$ cat src/design/rrts_pkg.sv
// shared types, constants and command structs of the round-robin task scheduler
package rrts_pkg;

  localparam int MAX_TASKS = 16;
  localparam int SLOT_W    = (MAX_TASKS > 1) ? $clog2(MAX_TASKS) : 1;
  localparam int CNT_W     = $clog2(MAX_TASKS + 1);
  localparam int OP_W      = 3;
  localparam int ID_W      = 4;

  localparam logic [OP_W-1:0] OP_ADD      = 3'd0;
  localparam logic [OP_W-1:0] OP_INIT     = 3'd1;
  localparam logic [OP_W-1:0] OP_SCHEDULE = 3'd2;
  localparam logic [OP_W-1:0] OP_BLOCK    = 3'd3;
  localparam logic [OP_W-1:0] OP_WAKE     = 3'd4;

  typedef enum logic [1:0] {
    ST_ABSENT  = 2'd0,
    ST_READY   = 2'd1,
    ST_RUNNING = 2'd2,
    ST_BLOCKED = 2'd3
  } slot_state_t;

  typedef enum logic [1:0] {
    STATUS_OK      = 2'd0,
    STATUS_NONE    = 2'd1,
    STATUS_IGNORED = 2'd2
  } status_t;

  typedef enum logic [2:0] {
    S_IDLE,
    S_DECODE,
    S_EXEC,
    S_RESCHED,
    S_PREV,
    S_WALK,
    S_LINK2,
    S_FINISH
  } ctrl_state_t;

  typedef enum logic [1:0] {
    RA_ID,
    RA_HEAD,
    RA_RUN,
    RA_LINK
  } rd_sel_t;

  typedef enum logic [1:0] {
    WA_ID,
    WA_HEAD,
    WA_PREV,
    WA_WALK
  } wr_sel_t;

  typedef struct packed {
    logic        latch;
    rd_sel_t     rd_sel;
    logic        lk_rd_head;
    logic        st_we;
    wr_sel_t     st_wsel;
    slot_state_t st_wdata;
    logic        lk_we;
    logic        lk_wa_head;
    logic        lk_wd_link;
    logic        set_head;
    logic        do_init;
    logic        resched_start;
    logic        walk_load;
    logic        walk_first;
    logic        walk_found;
    logic        walk_none;
    logic        status_we;
    status_t     status;
    logic        out_load;
  } dp_cmd_t;

  typedef struct packed {
    logic [OP_W-1:0] op;
    logic            id_ok;
    logic            started;
    logic            head_pres;
    logic            run_pres;
    logic            run_is_id;
    slot_state_t     st_rd;
    logic            cnt_full;
    logic            out_busy;
  } dp_stat_t;

endpackage

$ cat src/design/round_robin_task_scheduler_unit.sv
// top level of the round-robin task scheduler
//
// in channel: in_operation (add, init, schedule, block, wake) and in_task_id,
// taken when in_valid is high and in_stall is low. out channel: one word per
// operation with the running task, the switch report and a status code, taken
// when out_valid is high and out_stall is low.
// one operation at a time; in_stall is low only while the sequencer is idle.
// an operation passes decode, then execute for add, block and wake, then a
// second link write for an add to a non-empty ring; schedule and block of the
// running task then reschedule: a task still running is made ready and the
// ring is walked from the slot after it (from the head with no running task)
// over 1 to 16 slots; the walk reads one slot a cycle from the link and state
// stores. the sequencer returns to idle, so in_stall falls, in the same cycle
// as out_valid rises.
// a new operation is accepted while the previous word still waits; if the
// receiver stalls, the next word is held back until the output is free.
// reset (synchronous, rst_n low) empties the ring, marks all slots absent and
// clears the running task; no clearing pass is needed.
module round_robin_task_scheduler_unit
  import rrts_pkg::*;
(
  input  logic            clk,
  input  logic            rst_n,
  input  logic            in_valid,
  output logic            in_stall,
  input  logic [OP_W-1:0] in_operation,
  input  logic [ID_W-1:0] in_task_id,
  output logic            out_valid,
  input  logic            out_stall,
  output logic [ID_W-1:0] out_current_task,
  output logic            out_current_valid,
  output logic            out_switched,
  output logic [ID_W-1:0] out_previous_task,
  output logic [1:0]      out_status
);

  dp_cmd_t  cmd;
  dp_stat_t stat;

  rrts_ctrl u_ctrl (
    .clk      (clk),
    .rst_n    (rst_n),
    .in_valid (in_valid),
    .in_stall (in_stall),
    .stat     (stat),
    .cmd      (cmd)
  );

  rrts_dp u_dp (
    .clk               (clk),
    .rst_n             (rst_n),
    .in_operation      (in_operation),
    .in_task_id        (in_task_id),
    .cmd               (cmd),
    .stat              (stat),
    .out_stall         (out_stall),
    .out_valid         (out_valid),
    .out_current_task  (out_current_task),
    .out_current_valid (out_current_valid),
    .out_switched      (out_switched),
    .out_previous_task (out_previous_task),
    .out_status        (out_status)
  );

endmodule

$ cat src/design/rrts_ctrl.sv
// controller state machine of the round-robin task scheduler
module rrts_ctrl
  import rrts_pkg::*;
(
  input  logic     clk,
  input  logic     rst_n,
  input  logic     in_valid,
  output logic     in_stall,
  input  dp_stat_t stat,
  output dp_cmd_t  cmd
);

  ctrl_state_t state_r, state_nxt;

  always_ff @(posedge clk) begin
    if (!rst_n) begin
      state_r <= S_IDLE;
    end else begin
      state_r <= state_nxt;
    end
  end

  always_comb begin
    state_nxt = state_r;
    cmd       = '0;
    in_stall  = (state_r != S_IDLE);
    unique case (state_r)
      S_IDLE: begin
        if (in_valid) begin
          cmd.latch = 1'b1;
          state_nxt = S_DECODE;
        end
      end
      S_DECODE: begin
        cmd.rd_sel = RA_ID;
        unique case (stat.op) inside
          OP_ADD: begin
            cmd.lk_rd_head = 1'b1;
            if (!stat.id_ok) begin
              cmd.status_we = 1'b1;
              cmd.status    = STATUS_IGNORED;
              state_nxt     = S_FINISH;
            end else begin
              state_nxt = S_EXEC;
            end
          end
          OP_INIT: begin
            if (!stat.head_pres || stat.started) begin
              cmd.status_we = 1'b1;
              cmd.status    = STATUS_IGNORED;
            end else begin
              cmd.do_init  = 1'b1;
              cmd.st_we    = 1'b1;
              cmd.st_wsel  = WA_HEAD;
              cmd.st_wdata = ST_RUNNING;
            end
            state_nxt = S_FINISH;
          end
          OP_SCHEDULE: begin
            if (!stat.started) begin
              cmd.status_we = 1'b1;
              cmd.status    = STATUS_IGNORED;
              state_nxt     = S_FINISH;
            end else begin
              state_nxt = S_RESCHED;
            end
          end
          OP_BLOCK, OP_WAKE: begin
            if (!stat.id_ok) begin
              cmd.status_we = 1'b1;
              cmd.status    = STATUS_IGNORED;
              state_nxt     = S_FINISH;
            end else begin
              state_nxt = S_EXEC;
            end
          end
          default: begin
            cmd.status_we = 1'b1;
            cmd.status    = STATUS_IGNORED;
            state_nxt     = S_FINISH;
          end
        endcase
      end
      S_EXEC: begin
        state_nxt = S_FINISH;
        if (stat.st_rd == ST_ABSENT) begin
          if (stat.op == OP_ADD) begin
            cmd.st_we      = 1'b1;
            cmd.st_wsel    = WA_ID;
            cmd.st_wdata   = ST_READY;
            cmd.lk_we      = 1'b1;
            cmd.lk_wd_link = stat.head_pres;
            if (stat.head_pres) begin
              state_nxt = S_LINK2;
            end else begin
              cmd.set_head = 1'b1;
            end
          end else begin
            cmd.status_we = 1'b1;
            cmd.status    = STATUS_IGNORED;
          end
        end else begin
          unique case (stat.op)
            OP_BLOCK: begin
              cmd.st_we    = 1'b1;
              cmd.st_wsel  = WA_ID;
              cmd.st_wdata = ST_BLOCKED;
              if (stat.run_pres && stat.run_is_id) begin
                state_nxt = S_RESCHED;
              end
            end
            OP_WAKE: begin
              if (stat.st_rd == ST_BLOCKED) begin
                cmd.st_we    = 1'b1;
                cmd.st_wsel  = WA_ID;
                cmd.st_wdata = ST_READY;
              end
            end
            default: begin
              cmd.status_we = 1'b1;
              cmd.status    = STATUS_IGNORED;
            end
          endcase
        end
      end
      S_RESCHED: begin
        cmd.resched_start = 1'b1;
        if (stat.run_pres) begin
          cmd.rd_sel = RA_RUN;
          state_nxt  = S_PREV;
        end else begin
          cmd.rd_sel     = RA_HEAD;
          cmd.walk_load  = 1'b1;
          cmd.walk_first = 1'b1;
          state_nxt      = S_WALK;
        end
      end
      S_PREV: begin
        if (stat.st_rd == ST_RUNNING) begin
          cmd.st_we    = 1'b1;
          cmd.st_wsel  = WA_PREV;
          cmd.st_wdata = ST_READY;
        end
        cmd.rd_sel     = RA_LINK;
        cmd.walk_load  = 1'b1;
        cmd.walk_first = 1'b1;
        state_nxt      = S_WALK;
      end
      S_WALK: begin
        cmd.rd_sel = RA_LINK;
        if (stat.st_rd == ST_READY) begin
          cmd.walk_found = 1'b1;
          cmd.st_we      = 1'b1;
          cmd.st_wsel    = WA_WALK;
          cmd.st_wdata   = ST_RUNNING;
          state_nxt      = S_FINISH;
        end else if (stat.cnt_full) begin
          cmd.walk_none = 1'b1;
          cmd.status_we = 1'b1;
          cmd.status    = STATUS_NONE;
          state_nxt     = S_FINISH;
        end else begin
          cmd.walk_load = 1'b1;
        end
      end
      S_LINK2: begin
        cmd.lk_we      = 1'b1;
        cmd.lk_wa_head = 1'b1;
        state_nxt      = S_FINISH;
      end
      S_FINISH: begin
        if (!stat.out_busy) begin
          cmd.out_load = 1'b1;
          state_nxt    = S_IDLE;
        end
      end
      default: begin
        state_nxt = S_IDLE;
      end
    endcase
  end

endmodule

$ cat src/design/rrts_dp.sv
// datapath of the round-robin task scheduler: ring and state stores, walk and result registers
module rrts_dp
  import rrts_pkg::*;
(
  input  logic            clk,
  input  logic            rst_n,
  input  logic [OP_W-1:0] in_operation,
  input  logic [ID_W-1:0] in_task_id,
  input  dp_cmd_t         cmd,
  output dp_stat_t        stat,
  input  logic            out_stall,
  output logic            out_valid,
  output logic [ID_W-1:0] out_current_task,
  output logic            out_current_valid,
  output logic            out_switched,
  output logic [ID_W-1:0] out_previous_task,
  output logic [1:0]      out_status
);

  logic [SLOT_W-1:0] link_mem_r [MAX_TASKS];
  slot_state_t       st_mem_r   [MAX_TASKS];
  logic [MAX_TASKS-1:0] st_vld_r;

  logic [OP_W-1:0]   op_r;
  logic [ID_W-1:0]   id_r;
  logic [SLOT_W-1:0] head_r, run_r, prev_r, walk_r, prev_out_r;
  logic              head_pres_r, run_pres_r, started_r, had_run_r, sw_r;
  logic [CNT_W-1:0]  cnt_r;
  status_t           status_r;
  logic [SLOT_W-1:0] link_rd_r;
  slot_state_t       st_rd_r;

  logic              out_valid_r, out_cur_valid_r, out_sw_r;
  logic [ID_W-1:0]   out_cur_task_r, out_prev_task_r;
  status_t           out_status_r;

  logic [SLOT_W-1:0] id_slot, rd_addr, lk_raddr, st_waddr, lk_waddr, lk_wdata;
  logic              id_ok, out_take;

  assign id_slot  = SLOT_W'(id_r);
  assign id_ok    = (int'(id_r) < MAX_TASKS);
  assign out_take = out_valid_r && !out_stall;

  always_comb begin
    case (cmd.rd_sel)
      RA_ID:   rd_addr = id_slot;
      RA_HEAD: rd_addr = head_r;
      RA_RUN:  rd_addr = run_r;
      default: rd_addr = link_rd_r;
    endcase
    case (cmd.st_wsel)
      WA_ID:   st_waddr = id_slot;
      WA_HEAD: st_waddr = head_r;
      WA_PREV: st_waddr = prev_r;
      default: st_waddr = walk_r;
    endcase
  end

  assign lk_raddr = cmd.lk_rd_head ? head_r : rd_addr;
  assign lk_waddr = cmd.lk_wa_head ? head_r : id_slot;
  assign lk_wdata = cmd.lk_wd_link ? link_rd_r : id_slot;

  // ring links
  always_ff @(posedge clk) begin
    if (cmd.lk_we) begin
      link_mem_r[lk_waddr] <= lk_wdata;
    end
    link_rd_r <= link_mem_r[lk_raddr];
  end

  // slot states, write-first on a same-cycle hit
  always_ff @(posedge clk) begin
    if (cmd.st_we) begin
      st_mem_r[st_waddr] <= cmd.st_wdata;
    end
    if (cmd.st_we && (st_waddr == rd_addr)) begin
      st_rd_r <= cmd.st_wdata;
    end else if (st_vld_r[rd_addr]) begin
      st_rd_r <= st_mem_r[rd_addr];
    end else begin
      st_rd_r <= ST_ABSENT;
    end
  end

  always_ff @(posedge clk) begin
    if (!rst_n) begin
      st_vld_r <= '0;
    end else if (cmd.st_we) begin
      st_vld_r[st_waddr] <= 1'b1;
    end
  end

  // scheduler registers
  always_ff @(posedge clk) begin
    if (!rst_n) begin
      head_r      <= '0;
      head_pres_r <= 1'b0;
      run_r       <= '0;
      run_pres_r  <= 1'b0;
      started_r   <= 1'b0;
    end else begin
      if (cmd.set_head) begin
        head_r      <= id_slot;
        head_pres_r <= 1'b1;
      end
      if (cmd.do_init) begin
        run_r      <= head_r;
        run_pres_r <= 1'b1;
        started_r  <= 1'b1;
      end
      if (cmd.walk_found) begin
        run_r      <= walk_r;
        run_pres_r <= 1'b1;
      end
      if (cmd.walk_none) begin
        run_r      <= '0;
        run_pres_r <= 1'b0;
      end
    end
  end

  // per-operation work registers
  always_ff @(posedge clk) begin
    if (cmd.latch) begin
      op_r       <= in_operation;
      id_r       <= in_task_id;
      sw_r       <= 1'b0;
      prev_out_r <= '0;
      status_r   <= STATUS_OK;
    end
    if (cmd.do_init) begin
      sw_r <= 1'b1;
    end
    if (cmd.status_we) begin
      status_r <= cmd.status;
    end
    if (cmd.resched_start) begin
      prev_r    <= run_r;
      had_run_r <= run_pres_r;
    end
    if (cmd.walk_load) begin
      walk_r <= rd_addr;
      cnt_r  <= cmd.walk_first ? CNT_W'(1) : cnt_r + CNT_W'(1);
    end
    if (cmd.walk_found) begin
      sw_r       <= !had_run_r || (walk_r != prev_r);
      prev_out_r <= (had_run_r && (walk_r != prev_r)) ? prev_r : '0;
    end
  end

  // result word
  always_ff @(posedge clk) begin
    if (!rst_n) begin
      out_valid_r <= 1'b0;
    end else if (cmd.out_load) begin
      out_valid_r <= 1'b1;
    end else if (out_take) begin
      out_valid_r <= 1'b0;
    end
  end

  always_ff @(posedge clk) begin
    if (cmd.out_load) begin
      out_cur_task_r  <= run_pres_r ? ID_W'(run_r) : '0;
      out_cur_valid_r <= run_pres_r;
      out_sw_r        <= sw_r;
      out_prev_task_r <= sw_r ? ID_W'(prev_out_r) : '0;
      out_status_r    <= status_r;
    end
  end

  assign out_valid         = out_valid_r;
  assign out_current_task  = out_cur_task_r;
  assign out_current_valid = out_cur_valid_r;
  assign out_switched      = out_sw_r;
  assign out_previous_task = out_prev_task_r;
  assign out_status        = out_status_r;

  assign stat.op        = op_r;
  assign stat.id_ok     = id_ok;
  assign stat.started   = started_r;
  assign stat.head_pres = head_pres_r;
  assign stat.run_pres  = run_pres_r;
  assign stat.run_is_id = id_ok && (run_r == id_slot);
  assign stat.st_rd     = st_rd_r;
  assign stat.cnt_full  = (cnt_r == CNT_W'(MAX_TASKS));
  assign stat.out_busy  = out_valid_r && out_stall;

  a_run_needs_start: assert property (@(posedge clk) disable iff (!rst_n)
    run_pres_r |-> started_r)
    else $error("task running before init");

  a_head_kept: assert property (@(posedge clk) disable iff (!rst_n)
    head_pres_r |=> head_pres_r)
    else $error("ring head lost");

  a_switch_ok: assert property (@(posedge clk) disable iff (!rst_n)
    out_valid_r && out_sw_r |-> out_status_r == STATUS_OK && out_cur_valid_r)
    else $error("switch reported without a running task");

  a_walk_bound: assert property (@(posedge clk) disable iff (!rst_n)
    cmd.walk_load && !cmd.walk_first |-> cnt_r < CNT_W'(MAX_TASKS))
    else $error("ring walk past its bound");

endmodule
$ cat config.mk
export PLATFORM = sky130hd
export DESIGN_NAME = round_robin_task_scheduler_unit
export DESIGN_NICKNAME = d
export VERILOG_FILES = /design/src/design/rrts_pkg.sv /design/src/design/round_robin_task_scheduler_unit.sv /design/src/design/rrts_ctrl.sv /design/src/design/rrts_dp.sv
export SDC_FILE = /design/constraint.sdc
export NUM_CORES = 1
export LEC_CHECK = 0
export BUFFER_PORTS_ARGS = -buffer_cell sky130_fd_sc_hd__buf_2
export CORE_UTILIZATION = 40
export DETAILED_ROUTE_END_ITERATION = 12
export PLACE_DENSITY = 0.66
export SLEW_MARGIN = 20
export SYNTH_ARGS = -nofsm -noshare
export SYNTH_HDL_FRONTEND = slang
export SYNTH_SLANG_ARGS = --single-unit
export TNS_END_PERCENT = 20
$ cat constraint.sdc
create_clock -name clk -period 6.05 [get_ports clk]
set_input_delay 0.605 -clock clk [delete_from_list [all_inputs] [get_ports clk]]
set_output_delay 0.605 -clock clk [all_outputs]
set_load 0.005 [all_outputs]
==> results.ini <==
[floorplanning]
dieArea_um2 = 20200
rows = 50
start_util = 0.415
die_x_um = 142
dieHeight_um = 142
io_pins = 25
fp.coreArea_um2 = 19000

[yosys]
synth_cells = 627
synth_area_um2 = 7860
synth_area_leader_cell = edfxtp_1
ys_warn_count = 0
yosys-top-cells-area = edfxtp_1, dfxtp_1, mux2i_1
yosysTopAreaCellShare = 0.520
ys_seq_elements = 173
postSynthNetCount = 644
synth_edf_count = 136
ys_types = 71
async_reset_ff_frac = 0
ys_seq_area_frac = 0.614
avgSynthCellArea_um2 = 12.5
ys.flop_type = edfxtp_1

[critical_path]
end_kind = flip-flop
path_class = reg -> reg
cp.depth = 7
critical_path.top_delay_family = simple AND/OR/NAND/NOR gates
crit_chain = nand4b_1 > o21ai_1 > a21oi_1 > a21oi_1 > a21oi_2 > or3_4 > nor2_1
cp_data_arrival_time_ps = 3370
slowest_stage = dfxtp_1
reg2reg_depth = 7
cp-start-kind = flip-flop
cpPeakStageDelay_ps = 780
path_max_fanout = 24
critPathBufInv = 0
required_ps = 6150
crit_top_cell = a21oi_1

[cts]
cts_tree = yes
holdBufCountCts = 0
path_clk_slew_ps = 70
cts.path.max_buffers = 2
cts.sinks = 173
root_buffer = clkbuf_16
cts_made_buffers = 17
insertion_delay_ps = 430
cts_resized = 0
htreeDepth = 4
postCtsSetupBuffers = 0

[outcome]
outcome = finished clean

[grt]
grt_pass1_wl_mm = 26.1
grt_max_degree = 33
antenna_found_initial = 0
grtUsageTotal = 0.170
gr-total-overflow = 0
grt_pass1_vias = 4971

[cells_and_area]
n_antenna_cell = 0
final_common_cell = edfxtp_1
design_area_um2 = 8800
final_cell_mix = edfxtp_1, nor2_1, nand2_1
synthToLayoutAreaGrowth_pct = 12.0
post-route-util = 0.464
fillCellCount = 1683
drive_gt1_frac = 0.146
final_nets = 661

[job]
maxCapViolCount = 0

[timing]
setup_viol = 0
maxSlewViolCount = 0
slew_headroom = 0.316
min_period_over_period = 0.540
fin_crit_ps = 3270
fmax_mhz = 306
rsz0062_at_grt = no
skew_ps = 10.4
setup_slack_ps = 2780
fin_tns_setup_ps = 0
finalHoldViolations = 0
worstMarginPinSlew_ps = 1030

[placed_design]
gp_congestion = 0.927
placedInstanceArea_um2 = 8160
hpwlAfterDp_mm = 11.4
port_buffers = 24
place_ws_ps = 2640

[route]
dr.pass1.iters = 7
wl_mm = 16.2
viasPerCell = 5.45
wire_per_inst_um = 17.7
ant_nets = 0
drc = 0
drt-initial-drc-count = 546
vias = 5001

[power]
vdd_ir_drop_max_mv = 0.244
power_density_nw_per_um2 = 421
power_leakage_nw = 2.97
p_total_mw = 3.71

[hold_path]
hold_class = in -> reg
holdPathStages = 1

[stage by stage]
step                      hold slack (ps)  std cells
after floorplan                       400        627
after global placement                411        884
after detailed placement              405        884
after CTS                             340        916
after global routing                  334        917
final                                 354        917
[power breakdown]
part	switching [mW]	internal, mW
registers	0.0936	1.43
clock network	0.449	0.667
logic	0.651	0.416
[synth_stat cells (3+ instances only)]
master    instances
a211oi_1          4
a21oi_1          23
a221oi_1          4
a311oi_1          5
a31oi_1           5
and2_1           13
buf_2             8
buf_4             4
buf_6             3
clkbuf_1         12
dfxtp_1          37
edfxtp_1        136
ha_1              6
inv_1            11
mux2_1            9
mux2_2           13
mux2i_1          42
nand2_1          61
nand2b_1          6
nand3_1           6
nand3b_1          7
nand4_1           6
nand4b_1          3
nor2_1           66
nor2b_1           6
nor3_1           10
o211ai_1         19
o21a_1           24
o21ai_0           9
o21ai_1           5
xnor2_1           9
xor2_1            6
[layout make-up]
type                       instances  area (um^2)  share of cell area
clock inverter                    11          155              0.0176
tap                              260          325              0.0370
multi-input combinational        410         2820               0.321
clock buffer                      21          450              0.0512
sequential                       173         4820               0.548
timing repair buffer              26          155              0.0176
inverter                          16         70.1             0.00796
[metal layers]
layer	vias up	part of all wire	GRT usage
li1	2363	-	-
met1	2434	0.43	0.221
met2	175	0.49	0.283
met3	29	0.057	0.0404
met4	0	0.020	0.0515
met5	-	0	0
[state kept, by name, summed over array words and instances, names as in the netlist, 2 cells and up]
name,flops
u_dp.status_r,2
u_dp.prev_out_r,4
u_dp.st_rd_r,2
u_dp.st_mem_r,32
u_dp.out_previous_task,4
u_dp.id_r,4
u_dp.st_vld_r,16
u_dp.walk_r,4
u_ctrl.state_r,3
u_dp.cnt_r,5
u_dp.link_mem_r,64
u_dp.run_r,4
u_dp.head_r,4
u_dp.out_current_task,4
u_dp.out_status,2
u_dp.prev_r,4
u_dp.op_r,3
u_dp.link_rd_r,4
[path summary, 6_finish.rpt]
check / slack (ps) / startpoint / endpoint
max: 2780 / u_ctrl.state_r[2] / u_dp.st_mem_r[7][0]
min: 350 / in_task_id[1] / u_dp.id_r[1]
max reg2reg: 2780 / u_ctrl.state_r[2] / u_dp.st_mem_r[7][0]
min reg2reg: 420 / u_dp.status_r[0] / u_dp.out_status[0]
[cell families (layout without fill, tap and decap cells)]
group,count (synthesis),after routing,synth area share
compound gates,121,121,0.110
xor+xnor,15,15,0.0167
fa+ha+maj,6,6,0.00955
buf+inv,44,74,0.0283
flops,173,173,0.614
mux,67,67,0.0936
simple gates,201,201,0.128
Note: power is estimated with default switching activity, not from simulation.
